==> src/rtl/lgs_pkg.sv <==
// lgs_pkg: shared types and constants for the life generation stencil.
// Used by lgs_front, lgs_back and life_generation_stencil_top; no dependencies.

package lgs_pkg;

	localparam int COL_W = 6;
	localparam int ROW_W = 10;

	localparam int DEF_MAX_COLUMNS = 62;
	localparam int DEF_MAX_ROWS    = 1023;

	localparam int MIN_SIZE = 3;

	localparam int RESET_COLUMNS = 40;
	localparam int RESET_ROWS    = 20;

	// depth of both queues, power of two
	localparam int QUEUE_DEPTH = 4;

	typedef logic [COL_W-1:0] col_t;
	typedef logic [ROW_W-1:0] row_t;

	// configuration register indexes
	typedef logic [0:0] cfg_index_t;
	localparam cfg_index_t REG_COLUMNS = 1'b0;
	localparam cfg_index_t REG_ROWS    = 1'b1;

	typedef enum logic [0:0] {
		FS_STREAM,
		FS_FLUSH
	} front_state_t;

	// one window step for the back end
	typedef struct packed {
		logic alive;      // incoming bottom cell
		logic virt;       // flush step below the last row
		col_t col;
		row_t row;
		logic col_first;
		logic col_last;
		logic row_ge1;
		logic row_ge2;
	} cmd_t;

	typedef struct packed {
		logic cell_next;
		col_t cell_column;
		row_t cell_row;
		logic frame_last;
	} result_t;

endpackage

==> src/rtl/lgs_fifo.sv <==
// lgs_fifo: small register queue, up to two pushes and one pop per cycle.
// Standalone; used for the command queue and the result queue.

module lgs_fifo #(
	parameter int WIDTH = 8,
	parameter int DEPTH = 4
) (
	input  logic                         clk,
	input  logic                         arst_n,
	input  logic                         push0,
	input  logic                         push1,
	input  logic [WIDTH-1:0]             data0,
	input  logic [WIDTH-1:0]             data1,
	input  logic                         pop,
	output logic [WIDTH-1:0]             rd_data,
	output logic                         empty,
	output logic [$clog2(DEPTH):0]       count
);

	localparam int AW = $clog2(DEPTH);

	logic [WIDTH-1:0] store_q [DEPTH];
	logic [AW-1:0]    wr_ptr_q;
	logic [AW-1:0]    rd_ptr_q;
	logic [AW:0]      count_q;
	logic [AW-1:0]    wr_ptr_p1;

	// second push lands one slot after the first
	assign wr_ptr_p1 = wr_ptr_q + 1'b1;

	always_ff @(posedge clk or negedge arst_n) begin
		if (!arst_n) begin
			wr_ptr_q <= '0;
			rd_ptr_q <= '0;
			count_q  <= '0;
		end else begin
			wr_ptr_q <= wr_ptr_q + AW'(push0) + AW'(push1);
			rd_ptr_q <= rd_ptr_q + AW'(pop);
			count_q  <= count_q + (AW+1)'(push0) + (AW+1)'(push1) - (AW+1)'(pop);
		end
	end

	always_ff @(posedge clk) begin
		if (push0) begin
			store_q[wr_ptr_q] <= data0;
		end
		if (push1) begin
			store_q[wr_ptr_p1] <= data1;
		end
	end

	assign rd_data = store_q[rd_ptr_q];
	assign empty   = (count_q == '0);
	assign count   = count_q;

endmodule

==> src/rtl/lgs_front.sv <==
// lgs_front: accepts cells, tracks raster position and classifies each step.
// Emits one command per cell, plus a row of flush steps after the frame's last cell.
// Depends on lgs_pkg.

module lgs_front #(
	parameter int MAX_COLUMNS = lgs_pkg::DEF_MAX_COLUMNS,
	parameter int MAX_ROWS    = lgs_pkg::DEF_MAX_ROWS
) (
	input  logic          clk,
	input  logic          arst_n,
	input  lgs_pkg::col_t cfg_columns,
	input  lgs_pkg::row_t cfg_rows,
	input  logic          push,
	input  logic          cell_in,
	output logic          full,
	input  logic          cmd_full,
	output logic          cmd_push,
	output lgs_pkg::cmd_t cmd_data
);

	import lgs_pkg::*;

	front_state_t state_q, state_d;
	col_t col_q, col_d;
	row_t row_q, row_d;
	col_t fcol_q, fcol_d;

	col_t width, last_col, c_adj;
	row_t height, last_row, r_step, r_adj;
	cmd_t stream_cmd, flush_cmd;

	// clamp grid size to the supported range
	always_comb begin
		if (cfg_columns < col_t'(MIN_SIZE)) begin
			width = col_t'(MIN_SIZE);
		end else if (cfg_columns > col_t'(MAX_COLUMNS)) begin
			width = col_t'(MAX_COLUMNS);
		end else begin
			width = cfg_columns;
		end
		if (cfg_rows < row_t'(MIN_SIZE)) begin
			height = row_t'(MIN_SIZE);
		end else if (cfg_rows > row_t'(MAX_ROWS)) begin
			height = row_t'(MAX_ROWS);
		end else begin
			height = cfg_rows;
		end
		last_col = width - 1'b1;
		last_row = height - 1'b1;
	end

	// position fix-up in case the size shrank since the last cell
	always_comb begin
		c_adj  = (col_q >= width) ? '0 : col_q;
		r_step = (col_q >= width) ? row_q + 1'b1 : row_q;
		r_adj  = (r_step >= height) ? '0 : r_step;
	end

	always_comb begin
		stream_cmd.alive     = cell_in;
		stream_cmd.virt      = 1'b0;
		stream_cmd.col       = c_adj;
		stream_cmd.row       = r_adj;
		stream_cmd.col_first = (c_adj == '0);
		stream_cmd.col_last  = (c_adj == last_col);
		stream_cmd.row_ge1   = (r_adj != '0);
		stream_cmd.row_ge2   = (r_adj >= row_t'(2));

		flush_cmd.alive     = 1'b0;
		flush_cmd.virt      = 1'b1;
		flush_cmd.col       = fcol_q;
		flush_cmd.row       = height;
		flush_cmd.col_first = (fcol_q == '0);
		flush_cmd.col_last  = (fcol_q == last_col);
		flush_cmd.row_ge1   = 1'b1;
		flush_cmd.row_ge2   = 1'b1;
	end

	always_ff @(posedge clk or negedge arst_n) begin
		if (!arst_n) begin
			state_q <= FS_STREAM;
			col_q   <= '0;
			row_q   <= '0;
			fcol_q  <= '0;
		end else begin
			state_q <= state_d;
			col_q   <= col_d;
			row_q   <= row_d;
			fcol_q  <= fcol_d;
		end
	end

	always_comb begin
		state_d  = state_q;
		col_d    = col_q;
		row_d    = row_q;
		fcol_d   = fcol_q;
		cmd_push = 1'b0;
		cmd_data = stream_cmd;
		full     = 1'b1;
		unique case (state_q)
			FS_STREAM: begin
				full = cmd_full;
				if (push && !cmd_full) begin
					cmd_push = 1'b1;
					if (c_adj == last_col) begin
						col_d = '0;
						if (r_adj == last_row) begin
							row_d   = '0;
							fcol_d  = '0;
							state_d = FS_FLUSH;
						end else begin
							row_d = r_adj + 1'b1;
						end
					end else begin
						col_d = c_adj + 1'b1;
						row_d = r_adj;
					end
				end
			end
			FS_FLUSH: begin
				cmd_data = flush_cmd;
				if (!cmd_full) begin
					cmd_push = 1'b1;
					fcol_d   = fcol_q + 1'b1;
					if (fcol_q == last_col) begin
						state_d = FS_STREAM;
					end
				end
			end
			default: begin
				state_d = FS_STREAM;
			end
		endcase
	end

endmodule

==> src/rtl/lgs_back.sv <==
// lgs_back: line buffer memory, 3x3 window and rule evaluation.
// Takes commands from the command queue, pushes up to two results per cycle.
// Depends on lgs_pkg.

module lgs_back #(
	parameter int MAX_COLUMNS = lgs_pkg::DEF_MAX_COLUMNS
) (
	input  logic             clk,
	input  logic             arst_n,
	input  logic             cmd_empty,
	input  lgs_pkg::cmd_t    cmd_head,
	output logic             cmd_pop,
	input  logic             res_room,
	output logic             res_push0,
	output logic             res_push1,
	output lgs_pkg::result_t res_lane0,
	output lgs_pkg::result_t res_lane1
);

	import lgs_pkg::*;

	localparam int ColAw = $clog2(MAX_COLUMNS);

	// {upper row, middle row} per column
	logic [1:0] row_mem [MAX_COLUMNS];

	logic       valid_s1;
	cmd_t       cmd_s1;
	logic [1:0] rows_s1;

	// window: [row][col], row 0 on top, col 2 newest
	logic [2:0][2:0] win_q, win_base, win_new, win_tail;

	logic    fire, load, a_valid, b_valid;
	result_t res_a, res_b;
	row_t    row_m1;

	function automatic logic life_next(input logic [2:0][2:0] w);
		logic [3:0] n;
		n = '0;
		for (int i = 0; i < 3; i++) begin
			for (int j = 0; j < 3; j++) begin
				if (!(i == 1 && j == 1)) begin
					n = n + 4'(w[i][j]);
				end
			end
		end
		return w[1][1] ? (n == 4'd2 || n == 4'd3) : (n == 4'd3);
	endfunction

	assign fire    = valid_s1 && res_room;
	assign load    = !cmd_empty && (!valid_s1 || fire);
	assign cmd_pop = load;

	always_ff @(posedge clk or negedge arst_n) begin
		if (!arst_n) begin
			valid_s1 <= 1'b0;
			win_q    <= '0;
		end else begin
			if (load) begin
				valid_s1 <= 1'b1;
			end else if (fire) begin
				valid_s1 <= 1'b0;
			end
			if (fire) begin
				win_q <= win_new;
			end
		end
	end

	// read for the incoming step, write back the step leaving; columns differ
	always_ff @(posedge clk) begin
		if (load) begin
			cmd_s1  <= cmd_head;
			rows_s1 <= row_mem[cmd_head.col[ColAw-1:0]];
		end
		if (fire && !cmd_s1.virt) begin
			row_mem[cmd_s1.col[ColAw-1:0]] <= {rows_s1[0], cmd_s1.alive};
		end
	end

	always_comb begin
		win_base = cmd_s1.col_first ? '0 : win_q;
		for (int i = 0; i < 3; i++) begin
			win_new[i][0]  = win_base[i][1];
			win_new[i][1]  = win_base[i][2];
		end
		win_new[0][2] = cmd_s1.row_ge2 & rows_s1[1];
		win_new[1][2] = cmd_s1.row_ge1 & rows_s1[0];
		win_new[2][2] = !cmd_s1.virt & cmd_s1.alive;
		// right edge: one more shift with dead cells
		for (int i = 0; i < 3; i++) begin
			win_tail[i][0] = win_new[i][1];
			win_tail[i][1] = win_new[i][2];
			win_tail[i][2] = 1'b0;
		end
	end

	always_comb begin
		row_m1  = cmd_s1.row - 1'b1;
		a_valid = cmd_s1.row_ge1 && !cmd_s1.col_first;
		b_valid = cmd_s1.row_ge1 && cmd_s1.col_last;

		res_a.cell_next   = life_next(win_new);
		res_a.cell_column = cmd_s1.col - 1'b1;
		res_a.cell_row    = row_m1;
		res_a.frame_last  = 1'b0;

		res_b.cell_next   = life_next(win_tail);
		res_b.cell_column = cmd_s1.col;
		res_b.cell_row    = row_m1;
		res_b.frame_last  = cmd_s1.virt;

		res_push0 = fire && (a_valid || b_valid);
		res_push1 = fire && a_valid && b_valid;
		res_lane0 = a_valid ? res_a : res_b;
		res_lane1 = res_b;
	end

endmodule

==> src/rtl/life_generation_stencil_top.sv <==
// life_generation_stencil_top: streaming Game of Life (B3/S23) next-generation engine.
// Instantiates lgs_front, lgs_fifo (twice) and lgs_back; depends on lgs_pkg.
//
// Usage
// - Input queue: push a cell with push while full is low, row by row, column 0 first.
// - Result queue: while empty is low the oldest result sits on cell_next, cell_column,
//   cell_row and frame_last; pop takes it. frame_last marks the frame's final cell.
// - Config: cfg_valid/cfg_ready with cfg_index (columns, rows) and cfg_data; cfg_ready
//   is always high. Write only while the block is idle.
// - Throughput: one cell per cycle when the back end does not stall; after each frame the
//   front end sends one flush step per column of the last row, with full held high.
//   Back end emits up to two results per cycle at the right edge of a row.
// - Result path: the result for cell (r-1,c-1) is on the result ports once cell (r,c) has
//   passed the command queue write, the line buffer read and the result queue write.
// - Stall: without room for two results the back end stops, the command queue fills,
//   and full rises; nothing is dropped.
// - Reset: size returns to 40x20, position to the top left, window cleared, queues empty.
//   The line buffers are not cleared; rows above the top of the grid are masked.

module life_generation_stencil_top #(
	parameter int MAX_COLUMNS = lgs_pkg::DEF_MAX_COLUMNS,
	parameter int MAX_ROWS    = lgs_pkg::DEF_MAX_ROWS
) (
	input  logic                clk,
	input  logic                arst_n,
	input  logic                push,
	output logic                full,
	input  logic                cell_in,
	input  logic                pop,
	output logic                empty,
	output logic                cell_next,
	output lgs_pkg::col_t       cell_column,
	output lgs_pkg::row_t       cell_row,
	output logic                frame_last,
	input  logic                cfg_valid,
	output logic                cfg_ready,
	input  lgs_pkg::cfg_index_t cfg_index,
	input  lgs_pkg::row_t       cfg_data
);

	import lgs_pkg::*;

	localparam int QAW = $clog2(QUEUE_DEPTH);

	col_t cols_q;
	row_t rows_q;

	// front to command queue
	logic cmd_push, cmd_full, cmd_empty, cmd_pop;
	cmd_t cmd_in, cmd_head;
	logic [$bits(cmd_t)-1:0] cmd_rd;
	logic [QAW:0] cmd_count;

	// back to result queue
	logic res_push0, res_push1, res_room;
	result_t res_lane0, res_lane1, res_head;
	logic [$bits(result_t)-1:0] res_rd;
	logic [QAW:0] res_count;

	// configuration registers
	assign cfg_ready = 1'b1;

	always_ff @(posedge clk or negedge arst_n) begin
		if (!arst_n) begin
			cols_q <= col_t'(RESET_COLUMNS);
			rows_q <= row_t'(RESET_ROWS);
		end else if (cfg_valid && cfg_ready) begin
			unique case (cfg_index)
				REG_COLUMNS: cols_q <= cfg_data[COL_W-1:0];
				REG_ROWS:    rows_q <= cfg_data;
				default: begin
				end
			endcase
		end
	end

	lgs_front #(
		.MAX_COLUMNS(MAX_COLUMNS),
		.MAX_ROWS   (MAX_ROWS)
	) u_front (
		.clk        (clk),
		.arst_n     (arst_n),
		.cfg_columns(cols_q),
		.cfg_rows   (rows_q),
		.push       (push),
		.cell_in    (cell_in),
		.full       (full),
		.cmd_full   (cmd_full),
		.cmd_push   (cmd_push),
		.cmd_data   (cmd_in)
	);

	assign cmd_full = (cmd_count == (QAW+1)'(QUEUE_DEPTH));

	lgs_fifo #(
		.WIDTH($bits(cmd_t)),
		.DEPTH(QUEUE_DEPTH)
	) u_cmd_queue (
		.clk    (clk),
		.arst_n (arst_n),
		.push0  (cmd_push),
		.push1  (1'b0),
		.data0  (cmd_in),
		.data1  ('0),
		.pop    (cmd_pop),
		.rd_data(cmd_rd),
		.empty  (cmd_empty),
		.count  (cmd_count)
	);

	assign cmd_head = cmd_t'(cmd_rd);

	// back end fires only with room for a full pair of results
	assign res_room = (res_count <= (QAW+1)'(QUEUE_DEPTH - 2));

	lgs_back #(
		.MAX_COLUMNS(MAX_COLUMNS)
	) u_back (
		.clk      (clk),
		.arst_n   (arst_n),
		.cmd_empty(cmd_empty),
		.cmd_head (cmd_head),
		.cmd_pop  (cmd_pop),
		.res_room (res_room),
		.res_push0(res_push0),
		.res_push1(res_push1),
		.res_lane0(res_lane0),
		.res_lane1(res_lane1)
	);

	lgs_fifo #(
		.WIDTH($bits(result_t)),
		.DEPTH(QUEUE_DEPTH)
	) u_res_queue (
		.clk    (clk),
		.arst_n (arst_n),
		.push0  (res_push0),
		.push1  (res_push1),
		.data0  (res_lane0),
		.data1  (res_lane1),
		.pop    (pop && !empty),
		.rd_data(res_rd),
		.empty  (empty),
		.count  (res_count)
	);

	assign res_head    = result_t'(res_rd);
	assign cell_next   = res_head.cell_next;
	assign cell_column = res_head.cell_column;
	assign cell_row    = res_head.cell_row;
	assign frame_last  = res_head.frame_last;

`ifndef ASSERT_OFF
	// the pair lane is only used together with the first lane
	a_pair_order: assert property (@(posedge clk) disable iff (!arst_n)
		res_push1 |-> res_push0)
		else $error("second result pushed without first");

	// result queue never overruns
	a_res_bound: assert property (@(posedge clk) disable iff (!arst_n)
		res_count <= (QAW+1)'(QUEUE_DEPTH))
		else $error("result queue overflow");

	// back end only takes commands that are there
	a_cmd_pop: assert property (@(posedge clk) disable iff (!arst_n)
		cmd_pop |-> !cmd_empty)
		else $error("command popped from empty queue");

	// end of frame is never reported on the top rows
	a_last_row: assert property (@(posedge clk) disable iff (!arst_n)
		(!empty && frame_last) |-> (cell_row >= row_t'(2)))
		else $error("frame end on an impossible row");
`endif

endmodule
==> config.mk <==
export PLATFORM = sky130hd
export DESIGN_NAME = life_generation_stencil_top
export DESIGN_NICKNAME = d
export VERILOG_FILES = /design/src/rtl/lgs_pkg.sv /design/src/rtl/lgs_fifo.sv /design/src/rtl/lgs_front.sv /design/src/rtl/lgs_back.sv /design/src/rtl/life_generation_stencil_top.sv
export SDC_FILE = /design/constraint.sdc
export NUM_CORES = 1
export LEC_CHECK = 0
export BUFFER_PORTS_ARGS = -buffer_cell sky130_fd_sc_hd__buf_2
export CORE_ASPECT_RATIO = 0.8
export CORE_MARGIN = 2
export CORE_UTILIZATION = 27
export CTS_CLUSTER_DIAMETER = 100
export CTS_CLUSTER_SIZE = 25
export DETAILED_ROUTE_END_ITERATION = 10
export PLACE_DENSITY = 0.53
export SLEW_MARGIN = 10
export SYNTH_ARGS = -nofsm -noshare
export SYNTH_HDL_FRONTEND = slang
export SYNTH_HIERARCHICAL = 1
export SYNTH_SLANG_ARGS = --single-unit
==> constraint.sdc <==
create_clock -name clk -period 5.4 [get_ports clk]
set_input_delay 0.54 -clock clk [delete_from_list [all_inputs] [get_ports clk]]
set_output_delay 0.54 -clock clk [all_outputs]
set_load 0.005 [all_outputs]
# After elaboration in Yosys (flattened, before gate mapping)
# Memory sizes are Yosys's and may differ from the RTL's. A register that Yosys moved wholly into a read port is not among the register bits.
# Cells that the tools add are included.
[totals]
register_bits = 85
ramBits = 284
inputBits = 17
output_inout_bits = 21
wordCells = 152
n_memories = 3
[op_classes]
add_sub_neg = 30
order_cmp = 8
n_eq_ne = 12
n_mux = 40
n_bitwise = 5
n_reduce_logical = 30
[memory_table]
columns = ["memory", "words", "word_bits", "rd", "rd_clocked_by_memory_dff", "write_ports", "line_no", "source"]
rows = [
  ["u_back.row_mem", 62, 2, 1, 1, 1, "lgs_back.sv:25", "logic [1:0] row_mem [MAX_COLUMNS];"],
  ["u_cmd_queue.store_q", 4, 22, 1, 0, 1, "lgs_fifo.sv:22", "logic [WIDTH-1:0] store_q [DEPTH];"],
  ["u_res_queue.store_q", 4, 18, 1, 0, 2, "lgs_fifo.sv:22", ""],
]
[ops]
columns = ["operator", "n"]
rows = [
  ["two-way mux 10 bit", 6],
  ["two-way mux 6 bit", 8],
  ["adder 4 x 1 -> 4 bit", 9],
  ["two-way mux 22 bit", 1],
  ["adder 10 x 1 -> 10 bit, second input constant", 2],
  ["two-way mux 1 bit", 20],
  ["subtractor 10 x 1 -> 10 bit, second input constant", 2],
  ["two-way mux 18 bit", 1],
  ["== test 4 x 2 -> 1 bit, second input constant", 4],
  ["adder 6 x 1 -> 6 bit, second input constant", 2],
  ["== test 6 bit", 2],
  ["zero test 6 bit", 2],
  ["one-hot mux 6 bit (2 select lines)", 1],
  ["subtractor 6 x 1 -> 6 bit, second input constant", 2],
  ["adder 2 x 1 -> 2 bit", 5],
  ["== test 10 bit", 1],
  [">= comparator 10 bit", 1],
  [">= comparator 10 x 2 -> 1 bit, second input constant", 1],
  ["> comparator 10 bit, second input constant", 1],
  ["logical AND 1 bit", 10],
  ["less-than comparator 10 x 2 -> 1 bit, second input constant", 1],
  ["nonzero test 10 bit", 1],
  ["adder 3 x 1 -> 3 bit", 3],
  ["two-way mux 9 bit", 1],
  ["other kinds (19)", 38],
]

# Depth between registers and ports, before layout
[depth]
ltp_word = 12
ltp_mapped = 26

# By module
# The synthesis kept the hierarchy.
[modules_own_cells]
columns = ["module", "instances", "cells_each", "area_each_um2", "seq_area_each_um2"]
rows = [
  ["lgs_back", 1, 448, 6901.6, 4619.4],
  ["lgs_fifo at u_cmd_queue", 1, 243, 4588.2, 2817.7],
  ["lgs_fifo at u_res_queue", 1, 205, 3958.8, 2337.2],
  ["lgs_front", 1, 434, 3186.8, 575.6],
  ["life_generation_stencil_top", 1, 41, 650.6, 405.4],
]

# Worst setup path after synthesis
# OpenSTA, ideal clock, no wires.
[synth_timing]
kind = "reg2reg"
start = "register cols_q[4]"
end = "memory u_cmd_queue/store_q[0][0] in the netlist's numbering, data pin"
t_arrival_ns = 5.115
required_time_ns = 5.140
path_slack_ns = 0.025
path_stages_with_launch = 23
path_buffers = 0
cell_sequence = "dfrtp_1 > nor3_1 > nor2_1 > a21oi_1 > ha_1 > nand2b_1 > a21oi_1 > o21a_2 > and4bb_2 > xnor2_1 > inv_1 > ha_1 > nand3_1 > or2_2 > nor3_1 > nand2_1 > a31oi_1 > nor2_1 > nand2_1 > inv_1 > ha_1 > or4_1 > mux2_2"
[synth_lines]
columns = ["item", "line_no", "source"]
rows = [
  ["start: declaration", "life_generation_stencil_top.sv:45", "col_t cols_q;"],
  ["start signal: assignment", "life_generation_stencil_top.sv:65", "cols_q <= col_t'(RESET_COLUMNS);"],
  ["start signal: assignment", "life_generation_stencil_top.sv:69", "REG_COLUMNS: cols_q <= cfg_data[COL_W-1:0];"],
  ["end: declaration", "lgs_fifo.sv:22", ""],
]

==> flow_metrics.env <==
export IMPL_outcome="finished, violations left"
export IMPL_violations="slew limit"
export IMPL_worst_slack_ns=0.3170
export IMPL_final_min_clock_period_ns=5.083
export IMPL_nNetsFinal=1539
export IMPL_globalplace_congestion=0.8272
export IMPL_firstDrtPassIters=5
export IMPL_ir_drop_mv=0.2196
export IMPL_grt_max_degree=64
export IMPL_cts_max_path_buffers=3
export IMPL_ant_nets=0
export IMPL_dieHeight_microns=243.0
export IMPL_core_area_sq_mm=0.07054
export IMPL_crit_end="u_cmd_queue/store_q[1][0]"
export IMPL_worstPathRequired_ns=5.71
export IMPL_syn_area_sq_mm=0.01929
export IMPL_cp_startpoint="cols_q[3]"
export IMPL_rsz0062_at_grt="false"
export IMPL_rr_worst_depth=23
export IMPL_vias_per_cell=4.575
export IMPL_worst_path_most_repeated_cell="nand2_1"
export IMPL_dp_hpwl_mm=28.70
export IMPL_cp_depth=23
export IMPL_r2r_end="u_cmd_queue/store_q[1][0]"
export IMPL_leakage_uw=0.007714
export IMPL_start_kind="register"
export IMPL_n_antenna_cell=0
export IMPL_synth_edf_count=308
export IMPL_layout_commonest_cell="edfxtp_1"
export IMPL_final_cell_mix="edfxtp_1, mux2_2, nand2_1"
export IMPL_endpoint_kind="register"
export IMPL_reg2reg_setup_slack_ns=0.32
export IMPL_relSlewSlack=-0.5178
export IMPL_rows=87
export IMPL_route_detailed_drc=0
export IMPL_cts_tree="done"
export IMPL_synth_cell_type_count=90
export IMPL_crit_type="register to register"
export IMPL_die_width_microns=302.8
export IMPL_path_cells="nand4_1 -> nand2_1 -> a21oi_2 -> ha_1 -> nand2b_1 -> a21oi_1 -> o21a_2 -> buf_4 -> o31a_1 -> nor2_2 -> inv_1 -> ha_1 -> nand2_1 -> or2_2 -> nor3_1 -> nand2_1 -> a31oi_2 -> nor2_1 -> nand2_1 -> inv_1 -> ha_1 -> or4_1 -> mux2_2"
export IMPL_dp_cells=2385
export IMPL_max_slew_worst_pin_slew_ns=2.267
export IMPL_wirelength_mm=43.49
export IMPL_cts_root_buf="clkbuf_16"
export IMPL_fmax_mhz=196.7
export IMPL_io_buffers=36
export IMPL_async_flop_share=0.1630
export IMPL_grt_pass1_vias=11295
export IMPL_drtIter0Drc=724
export IMPL_finalSetupTns_ns=0
export IMPL_cts_htree_levels=1
export IMPL_grt_pass1_wl_mm=68.19
export IMPL_powerDensity_mw_per_mm2=555.0
export IMPL_fin_crit_sh=0.9413
export IMPL_drv_slew=71
export IMPL_max_cap_violations=0
export IMPL_r2r_start="cols_q[3]"
export IMPL_hold_violations=0
export IMPL_critPathTopFamily="simple AND/OR/NAND/NOR gates"
export IMPL_syn_inst=1371
export IMPL_final_cells=2422
export IMPL_crit_arrival_ns=5.39
export IMPL_crit_fanout=6
export IMPL_fin_skew_ns=0.02337
export IMPL_fillers=7117
export IMPL_die_area_sq_mm=0.07360
export IMPL_synth_seq_cells=368
export IMPL_hold_path_class="input pin to async pin"
export IMPL_syn_avg_cell_area_sq_um=14.07
export IMPL_grt_overflow_total=0
export IMPL_area_growth_syn_to_layout_pct=11.02
export IMPL_num_vias=11080
export IMPL_antenna_found_initial=1
export IMPL_slowest_delay_ns=0.60
export IMPL_critical_path_slowest_cell="dfstp_2"
export IMPL_ios=38
export IMPL_setup_viol=0
export IMPL_yosysWarnings=6
export IMPL_wl_per_cell_microns=17.96
export IMPL_drive_above_1_share=0.2581
export IMPL_ys_seq_area_frac=0.5577
export IMPL_yosys_most_used_dff="edfxtp_1"
export IMPL_path_buf_inv=3
export IMPL_clk_pin_slew_ns=0.09
export IMPL_clock_sinks=368
export IMPL_hold_slack_ns=0.1651
export IMPL_initial_core_util=0.2734
export IMPL_grt_total_usage=0.1183
export IMPL_dp_slack_ns=0.07398
export IMPL_numCtsBuffers=19
export IMPL_insertion_delay_ns=0.56
-- metal layers --
| layer | vias to the layer above | GRT usage | part of all wire |
|---|---|---|---|
| li1 | 5238 | - | - |
| met1 | 5592 | 0.1766 | 0.49 |
| met2 | 220 | 0.1824 | 0.45 |
| met3 | 30 | 0.01844 | 0.046 |
| met4 | 0 | 0.01999 | 0.013 |
| met5 | - | 0 | 0 |
-- Yosys cell counts, types with 7 or more instances --
master,instances,share of area
a21oi_1,23,0.0060
buf_2,21,0.0054
buf_4,29,0.011
buf_6,8,0.0047
clkbuf_1,24,0.0047
dfrtp_1,56,0.073
edfxtp_1,308,0.48
fa_1,12,0.012
ha_1,35,0.023
inv_1,63,0.012
mux2_2,158,0.092
mux2_4,19,0.015
mux2i_1,22,0.011
mux4_1,11,0.015
mux4_2,58,0.068
nand2_1,99,0.019
nand2b_1,10,0.0032
nand3_1,22,0.0057
nand3b_1,8,0.0031
nand4_1,10,0.0032
nor2_1,100,0.019
nor2b_1,14,0.0045
nor3_1,18,0.0047
nor4_1,7,0.0023
o21ai_0,47,0.012
o31ai_1,16,0.0062
xnor2_1,27,0.012
xor2_1,28,0.013
-- flip-flops by register name, indices dropped and copies added, names as in the netlist, 7 cells and up --
signal,cells
u_res_queue/store_q,72
u_back/row_mem,124
rows_q,10
u_back/res_lane1,7
u_cmd_queue/store_q,88
u_back/cmd_s1,15
u_front/row_q,10
-- worst min-delay path by stage --
stage	from	slack (ns)	to
detailed placement	u_back/win_q[4]	0.48	u_back/win_q[4]
floorplan	arst_n	0.24	cols_q[0]
global route	cfg_data[8]	0.20	rows_q[8]
CTS	arst_n	0.20	u_front/col_q[2]
global placement	u_back/win_q[1]	0.46	u_back/win_q[1]
finish	arst_n	0.17	cols_q[1]
-- repair_timing --
item | 4_1_cts | 5_1_grt
hold buffers | 0 | 0
hold endpoints to repair | 0 | 0
resized for setup | 0 | 9
buffers inserted | 0 | 3
endpoints found under the setup margin | 0 | 35
-- through the flow --
| step | instance area, sq um | util | total power (uW) |
|---|---|---|---|
| after floorplan | 19640 | - | 8876 |
| after detailed placement | 20780 | 0.2946 | 10290 |
| after global routing | 21410 | 0.3036 | 12740 |
| after CTS | 21340 | 0.3025 | 11960 |
| final | 21410 | 0.3036 | 11880 |
| after global placement | 20780 | 0.2946 | 10170 |
-- power breakdown --
part	leakage [uW]	switching (uW)	internal, uW
logic	0.00391	2990	2450
clock network	0.000268	956	685
registers	0.00354	508	4290
-- cell type report --
cell class	instances	area [sq um]	share of cell area
Timing Repair Buffer	75	473.0	0.02209
Tap cell	934	1169	0.05458
Clock buffer	30	516.7	0.02413
Inverter	64	240.2	0.01122
Multi-Input combinational cell	947	8215	0.3837
Sequential cell	368	10760	0.5023
Clock inverter	4	42.54	0.001987
-- logic make-up (layout without fill, tap and decap cells) --
logic type | Yosys count | in the layout | synth area share
flip-flops | 368 | 368 | 0.5577
AND/OR/NAND/NOR | 340 | 340 | 0.09018
multiplexers | 270 | 270 | 0.2023
buffers and inverters | 150 | 173 | 0.04022
AO/OA/AOI/OAI | 136 | 136 | 0.04619
XOR/XNOR | 58 | 58 | 0.02783
adder cells (fa/ha/maj) | 47 | 47 | 0.03516
other | 2 | 96 | 0.0003894
(Power assumes the default switching activity.)
